==> src/hdl/sudf_pkg.sv <==
// Types, constants and the CRC step shared by the datagram framer.
package sudf_pkg;

  localparam logic [7:0] SYNC_BYTE  = 8'hA0;
  localparam logic [7:0] CRC_POLY   = 8'h07;
  localparam logic [7:0] MAX_SLAVE  = 8'd3;

  localparam int unsigned DEF_QUEUE_DEPTH = 2;

  // Byte positions inside a datagram.
  localparam logic [2:0] IDX_SYNC       = 3'd0;
  localparam logic [2:0] IDX_SLAVE      = 3'd1;
  localparam logic [2:0] IDX_REG        = 3'd2;
  localparam logic [2:0] IDX_DATA3      = 3'd3;
  localparam logic [2:0] IDX_DATA2      = 3'd4;
  localparam logic [2:0] IDX_DATA1      = 3'd5;
  localparam logic [2:0] IDX_DATA0      = 3'd6;
  localparam logic [2:0] IDX_READ_LAST  = 3'd3;
  localparam logic [2:0] IDX_WRITE_LAST = 3'd7;

  typedef struct packed {
    logic        req_type;
    logic [7:0]  slave_address;
    logic [6:0]  register_address;
    logic [31:0] data_word;
  } req_t;

  typedef struct packed {
    logic [7:0] tx_byte;
    logic       last;
    logic       rejected;
  } rsp_t;

  typedef enum logic [1:0] {
    KIND_READ   = 2'd0,
    KIND_WRITE  = 2'd1,
    KIND_REJECT = 2'd2
  } kind_t;

  // Classified request as it waits in the queue.
  typedef struct packed {
    kind_t       kind;
    logic [1:0]  slave;
    logic [7:0]  reg_byte;
    logic [31:0] data;
  } cmd_t;

  // One byte through CRC-8, fed least significant bit first.
  function automatic logic [7:0] crc_feed(input logic [7:0] crc_in,
                                          input logic [7:0] data_in);
    logic [7:0] crc;
    crc = crc_in;
    for (int b = 0; b < 8; b++) begin
      if (crc[7] ^ data_in[b]) begin
        crc = {crc[6:0], 1'b0} ^ CRC_POLY;
      end else begin
        crc = {crc[6:0], 1'b0};
      end
    end
    return crc;
  endfunction

endpackage

==> src/hdl/stepper_uart_datagram_framer.sv <==
// Register datagram framer: sync, slave, register, write data and CRC-8 bytes.
// A request goes through front register, queue and back stage to the output.
// Bytes leave one per cycle unless rsp_ready stalls them; a write has 8 bytes,
// a read 4, a reject 1, and requests queue up behind it in the meantime.
// Synchronous reset empties the front register, the queue and the output.
module stepper_uart_datagram_framer #(
  parameter int unsigned QUEUE_DEPTH = sudf_pkg::DEF_QUEUE_DEPTH
) (
  input  logic            clk,
  input  logic            rst,
  input  logic            req_valid,
  output logic            req_ready,
  input  sudf_pkg::req_t  req,
  output logic            rsp_valid,
  input  logic            rsp_ready,
  output sudf_pkg::rsp_t  rsp
);
  import sudf_pkg::*;

  logic f_valid;
  logic f_ready;
  cmd_t f_cmd;
  logic q_valid;
  logic q_ready;
  cmd_t q_cmd;

  sudf_front u_front (
    .clk        (clk),
    .rst        (rst),
    .req_valid  (req_valid),
    .req_ready  (req_ready),
    .req        (req),
    .push_valid (f_valid),
    .push_ready (f_ready),
    .push_cmd   (f_cmd)
  );

  sudf_queue #(
    .DEPTH (QUEUE_DEPTH)
  ) u_queue (
    .clk        (clk),
    .rst        (rst),
    .push_valid (f_valid),
    .push_ready (f_ready),
    .push_cmd   (f_cmd),
    .pop_valid  (q_valid),
    .pop_ready  (q_ready),
    .pop_cmd    (q_cmd)
  );

  sudf_back u_back (
    .clk       (clk),
    .rst       (rst),
    .pop_valid (q_valid),
    .pop_ready (q_ready),
    .pop_cmd   (q_cmd),
    .rsp_valid (rsp_valid),
    .rsp_ready (rsp_ready),
    .rsp       (rsp)
  );

endmodule

==> src/hdl/sudf_front.sv <==
// Front stage: accepts register requests and classifies them into commands.
module sudf_front (
  input  logic            clk,
  input  logic            rst,
  input  logic            req_valid,
  output logic            req_ready,
  input  sudf_pkg::req_t  req,
  output logic            push_valid,
  input  logic            push_ready,
  output sudf_pkg::cmd_t  push_cmd
);
  import sudf_pkg::*;

  logic valid;
  cmd_t cmd;
  cmd_t cmd_next;

  assign req_ready  = !valid || push_ready;
  assign push_valid = valid;
  assign push_cmd   = cmd;

  always_comb begin
    cmd_next.slave    = req.slave_address[1:0];
    cmd_next.reg_byte = {req.req_type, req.register_address};
    cmd_next.data     = req.data_word;
    if (req.slave_address > MAX_SLAVE) begin
      cmd_next.kind = KIND_REJECT;
    end else if (req.req_type) begin
      cmd_next.kind = KIND_WRITE;
    end else begin
      cmd_next.kind = KIND_READ;
    end
  end

  always_ff @(posedge clk) begin
    if (rst) begin
      valid <= 1'b0;
    end else if (req_ready) begin
      valid <= req_valid;
    end
  end

  always_ff @(posedge clk) begin
    if (req_valid && req_ready) begin
      cmd <= cmd_next;
    end
  end

endmodule

==> src/hdl/sudf_queue.sv <==
// Short command queue between the front and back stages.
module sudf_queue #(
  parameter int unsigned DEPTH = sudf_pkg::DEF_QUEUE_DEPTH
) (
  input  logic            clk,
  input  logic            rst,
  input  logic            push_valid,
  output logic            push_ready,
  input  sudf_pkg::cmd_t  push_cmd,
  output logic            pop_valid,
  input  logic            pop_ready,
  output sudf_pkg::cmd_t  pop_cmd
);
  import sudf_pkg::*;

  localparam int unsigned PW = (DEPTH > 1) ? $clog2(DEPTH) : 1;
  localparam int unsigned CW = $clog2(DEPTH + 1);

  cmd_t          slots [DEPTH];
  logic [PW-1:0] wr_ptr;
  logic [PW-1:0] rd_ptr;
  logic [CW-1:0] count;
  logic          push;
  logic          pop;

  assign push_ready = (count != CW'(DEPTH));
  assign pop_valid  = (count != '0);
  assign pop_cmd    = slots[rd_ptr];
  assign push       = push_valid && push_ready;
  assign pop        = pop_valid && pop_ready;

  always_ff @(posedge clk) begin
    if (rst) begin
      wr_ptr <= '0;
      rd_ptr <= '0;
      count  <= '0;
    end else begin
      if (push) begin
        wr_ptr <= (wr_ptr == PW'(DEPTH - 1)) ? '0 : wr_ptr + PW'(1);
      end
      if (pop) begin
        rd_ptr <= (rd_ptr == PW'(DEPTH - 1)) ? '0 : rd_ptr + PW'(1);
      end
      case ({push, pop})
        2'b10:   count <= count + CW'(1);
        2'b01:   count <= count - CW'(1);
        default: count <= count;
      endcase
    end
  end

  always_ff @(posedge clk) begin
    if (push) begin
      slots[wr_ptr] <= push_cmd;
    end
  end

endmodule

==> src/hdl/sudf_back.sv <==
// Back stage: walks one command into datagram bytes with a running CRC.
module sudf_back (
  input  logic            clk,
  input  logic            rst,
  input  logic            pop_valid,
  output logic            pop_ready,
  input  sudf_pkg::cmd_t  pop_cmd,
  output logic            rsp_valid,
  input  logic            rsp_ready,
  output sudf_pkg::rsp_t  rsp
);
  import sudf_pkg::*;

  typedef enum logic [1:0] {
    ST_IDLE = 2'b01,
    ST_SEND = 2'b10
  } state_t;

  state_t     state;
  cmd_t       cur;
  logic [2:0] idx;
  logic [7:0] crc;
  logic [7:0] byte_sel;
  logic       cur_last;
  logic       cur_rej;
  logic       out_free;
  logic       emit;
  logic       sending;

  always_comb begin
    case (idx)
      IDX_SYNC:  byte_sel = SYNC_BYTE;
      IDX_SLAVE: byte_sel = {6'b0, cur.slave};
      IDX_REG:   byte_sel = cur.reg_byte;
      IDX_DATA3: byte_sel = cur.data[31:24];
      IDX_DATA2: byte_sel = cur.data[23:16];
      IDX_DATA1: byte_sel = cur.data[15:8];
      IDX_DATA0: byte_sel = cur.data[7:0];
      default:   byte_sel = crc;
    endcase
    cur_rej  = 1'b0;
    cur_last = 1'b0;
    unique case (cur.kind)
      KIND_READ: begin
        cur_last = (idx == IDX_READ_LAST);
        if (cur_last) begin
          byte_sel = crc;
        end
      end
      KIND_WRITE: begin
        cur_last = (idx == IDX_WRITE_LAST);
      end
      default: begin
        cur_rej  = 1'b1;
        cur_last = 1'b1;
        byte_sel = '0;
      end
    endcase
  end

  always_comb begin
    unique case (state)
      ST_SEND: sending = 1'b1;
      default: sending = 1'b0;
    endcase
  end

  assign out_free  = !rsp_valid || rsp_ready;
  assign emit      = sending && out_free;
  // Take the next command on the same edge the final byte leaves.
  assign pop_ready = !sending || (emit && cur_last);

  always_ff @(posedge clk) begin
    if (rst) begin
      state     <= ST_IDLE;
      rsp_valid <= 1'b0;
    end else begin
      if (out_free) begin
        rsp_valid <= emit;
      end
      if (pop_ready) begin
        state <= pop_valid ? ST_SEND : ST_IDLE;
      end
    end
  end

  always_ff @(posedge clk) begin
    if (emit) begin
      rsp.tx_byte  <= byte_sel;
      rsp.last     <= cur_last;
      rsp.rejected <= cur_rej;
      idx          <= idx + 3'd1;
      crc          <= crc_feed(crc, byte_sel);
    end
    if (pop_ready && pop_valid) begin
      cur <= pop_cmd;
      idx <= IDX_SYNC;
      crc <= '0;
    end
  end

endmodule

==> config.mk <==
export PLATFORM = sky130hd
export DESIGN_NAME = stepper_uart_datagram_framer
export DESIGN_NICKNAME = d
export VERILOG_FILES = /design/src/hdl/sudf_pkg.sv /design/src/hdl/stepper_uart_datagram_framer.sv /design/src/hdl/sudf_front.sv /design/src/hdl/sudf_queue.sv /design/src/hdl/sudf_back.sv
export SDC_FILE = /design/constraint.sdc
export NUM_CORES = 1
export LEC_CHECK = 0
export ABC_AREA = 1
export ABC_CLOCK_PERIOD_IN_PS = 9100
export BUFFER_PORTS_ARGS = -buffer_cell sky130_fd_sc_hd__buf_2
export CORE_MARGIN = 4
export CORE_UTILIZATION = 45
export CTS_CLUSTER_SIZE = 10
export DETAILED_ROUTE_END_ITERATION = 12
export GPL_TIMING_DRIVEN = 0
export PLACE_DENSITY = 0.73
export SYNTH_ARGS = -nofsm -noshare
export SYNTH_HDL_FRONTEND = slang
export SYNTH_SLANG_ARGS = --single-unit
export TNS_END_PERCENT = 50
==> constraint.sdc <==
create_clock -name clk -period 9.1 [get_ports clk]
set_input_delay 0.91 -clock clk [delete_from_list [all_inputs] [get_ports clk]]
set_output_delay 0.91 -clock clk [all_outputs]
set_load 0.01 [all_outputs]
==> results.toml <==
[run_status]
status = "completed"

[layout]
multiInputGateArea_mm2 = 0.00184
area_growth_pct = 16.6
fin_util_pct = 53.9
drive_gt1_share_pct = 16.4
nets = 833
nFillCells = 1412
ff_latch_area_mm2 = 0.00597
finalNonFillerCells = 1017
num_antenna_cells = 0

[sta]
finalSetupViolations = 0
fin_worst_skew_ps = 18.5
worst_pin_slew_ps = 926
hold_violations = 0
final-max-slew-violation-count = 0
max_freq_mhz = 272
timing.final.crit_period_ps = 3680
rsz0062_at_grt = "false"
slew_headroom_pct = 38.2
finalCritPeriodShare_pct = 40.4
tns_ps = 0
setup_slack_ps = 5420

[floorplan]
die_area_mm2 = 0.0202
die_y_um = 142
core_area_mm2 = 0.0175
initial_utilization_pct = 46.3
die_x_um = 142
placementRows = 48
ios = 64

[synthesis]
synth_edf_count = 186
syn_inst = 683
yosysMostFrequentCell = "nand2_1"
yosys-top-cells-area = "edfxtp_1 69%, nand2_1 12%, dfxtp_1 4.7%"
synth_seq_area_share_pct = 73.8
synthArstFlopShare_pct = 0
yosys.area.top_type = "edfxtp_1"
netlist_top_cells_count = "256 x nand2_1, 186 x edfxtp_1, 47 x inv_1, 47 x nand3_1, 29 x nor2_1"
synthDistinctLibCells = 29
synth_nets = 742
avgSynthCellArea_um2 = 11.8
ys.flop_type = "edfxtp_1"
synth_area_mm2 = 0.00809
ys_warn_count = 0
synth.top_cell.area_share_pct = 69.1
yosys_register_bits = 205

[clock_tree]
cts_root_buffer = "clkbuf_16"
cts_resized = 0
clk_latency_ps = 510
htree_levels = 1
cts_sinks = 205
path_clk_slew_ps = 60
numCtsBuffers = 24
clock_path_buffers = 3
cts_hold_buf = 0
cts_tree = "yes"
cts_setup_buffers = 0

[global_routing]
grt_pass1_wl_um = 23500
grt_usage_pct = 14.5
grt_max_degree = 55
grt_pass1_vias = 4916
antenna_found_initial = 0
overflow = 0

[routing]
drcViolationCount = 0
ant_nets = 0
num_vias = 4909
drt-pass1-iter-count = 5
vias_per_cell = 4.83
wire_per_inst_um = 14.2
routed_wl_um = 14500
dr.first_iter.drc_count = 419

[power_and_ir_drop]
cellPowerDensity_mw_per_mm2 = 312
internal_power_uw = 2000
clockPowerShare_pct = 28.2
max-vdd-ir-drop_mv = 0.158
p_sw_uw = 945
pwr-share-comb_pct = 24.7
finalPower_uw = 2940
power_leakage_uw = 0.00382
swShare_pct = 32.1
p_seq_share_pct = 47.1

[place]
hpwl_um = 9610
dp_slack_ps = 5430
dp_cells = 973
port_buffers = 63
place_congestion = 0.875

[setup_path]
critPathArrivalTime_ps = 4110
criticalPathCategory = "reg2reg"
worstSetupEndpointType = "flop"
worstSetupStartpointType = "flop"
crit_fanout = 54
crit_required_ps = 9530

[hold_path]
holdCritPathClass = "reg2reg"

[flow_run]
cap_viol_max_count = 0
## per-stage QoR
stage | instance area [µm²] | hold slack [ps]
final | 9430 | 435
after global routing | 9430 | 453
after CTS | 9430 | 435
after detailed placement | 8740 | 429
after global placement | 8680 | 422
after floorplan | 8090 | 421
## cell families (layout without fill, tap and decap cells)
kind of cell	after synthesis	count (layout)	share of synthesized area (%)
AO/OA/AOI/OAI	41	41	2.89
XOR/XNOR	1	1	0.201
adder cells (fa/ha/maj)	7	7	1.08
buffers and inverters	71	180	3.61
flip-flops	205	205	73.8
AND/OR/NAND/NOR	358	358	18.4
## sequential cells by signal, indices dropped and copies added, names as in the netlist
signal,count
u_back.rsp_valid,1
u_queue.count,2
u_back.cur,44
u_queue.wr_ptr,1
u_back.crc,8
u_back.idx,3
u_back.state,2
u_front.push_cmd,44
u_queue.rd_ptr,1
u_front.push_valid,1
u_queue.slots,88
u_back.rsp,10
## power by group through the flow
stage | Combinational [µW] | Clock, µW | Sequential (µW)
floorplan | 533 | 0 | 1380
finish | 729 | 830 | 1390
global placement | 700 | 0 | 1410
global route | 831 | 893 | 1400
CTS | 731 | 849 | 1380
detailed placement | 727 | 0 | 1400
## cells in the final DEF, fill, tap and decap left out, types with 2 or more instances in the layout
cell type,n
a21oi_1,18
a31oi_1,2
buf_12,2
buf_2,65
buf_4,2
buf_6,2
clkbuf_1,29
clkbuf_16,24
dfxtp_1,19
edfxtp_1,186
ha_1,7
inv_1,46
inv_2,7
nand2_1,256
nand2_2,11
nand3_1,47
nand3_2,3
nand3b_1,4
nor2_1,27
nor2_2,3
nor2_4,4
nor3_1,2
o21ai_0,8
o21ai_1,7
o21ai_2,3
## critical path: stages (launching register included)
cell	delay, ps
dfxtp_1	340
ha_1	240
ha_1	200
buf_6	150
buf_2	190
o22ai_1	230
o21ai_0	160
o21ai_2	210
clkinv_2	810
ha_1	590
inv_1	90
nand2_1	50
nor2_1	120
o21ai_0	100
a21oi_1	110
## layer usage
metal  share of wire (%)  vias up  wire, µm  global-route usage (%)
li1                    -     2483         -                       -
met5                   0        -         0                       0
met3                 5.5       27       790                    2.35
met1                  42     2261      6060                    17.9
met2                  51      138      7330                    26.1
met4                 2.1        0       308                    4.95
## final cells by class
class | count | share of cell area (%)
multi-input combinational | 407 | 19.6
clock inverter | 2 | 0.212
sequential | 205 | 63.3
inverter | 54 | 2.16
tap | 225 | 2.99
timing repair buffer | 65 | 3.77
clock buffer | 42 | 7.09
buffer | 17 | 0.942
## path summary, 6_finish.rpt
path	startpoint	end	cells past startpoint	slack [ps]
min reg2reg	u_front.push_cmd[38]$_DFFE_PP_	u_queue.slots[0][38]$_DFFE_PP_	0	440
max reg2reg	u_back.idx[0]$_SDFFE_PP0P_	u_queue.count[1]$_SDFFE_PP0P_	14	5420
min	u_front.push_cmd[38]$_DFFE_PP_	u_queue.slots[0][38]$_DFFE_PP_	0	440
max	u_back.idx[0]$_SDFFE_PP0P_	u_queue.count[1]$_SDFFE_PP0P_	14	5420
Note: power is estimated with default switching activity, not from simulation.
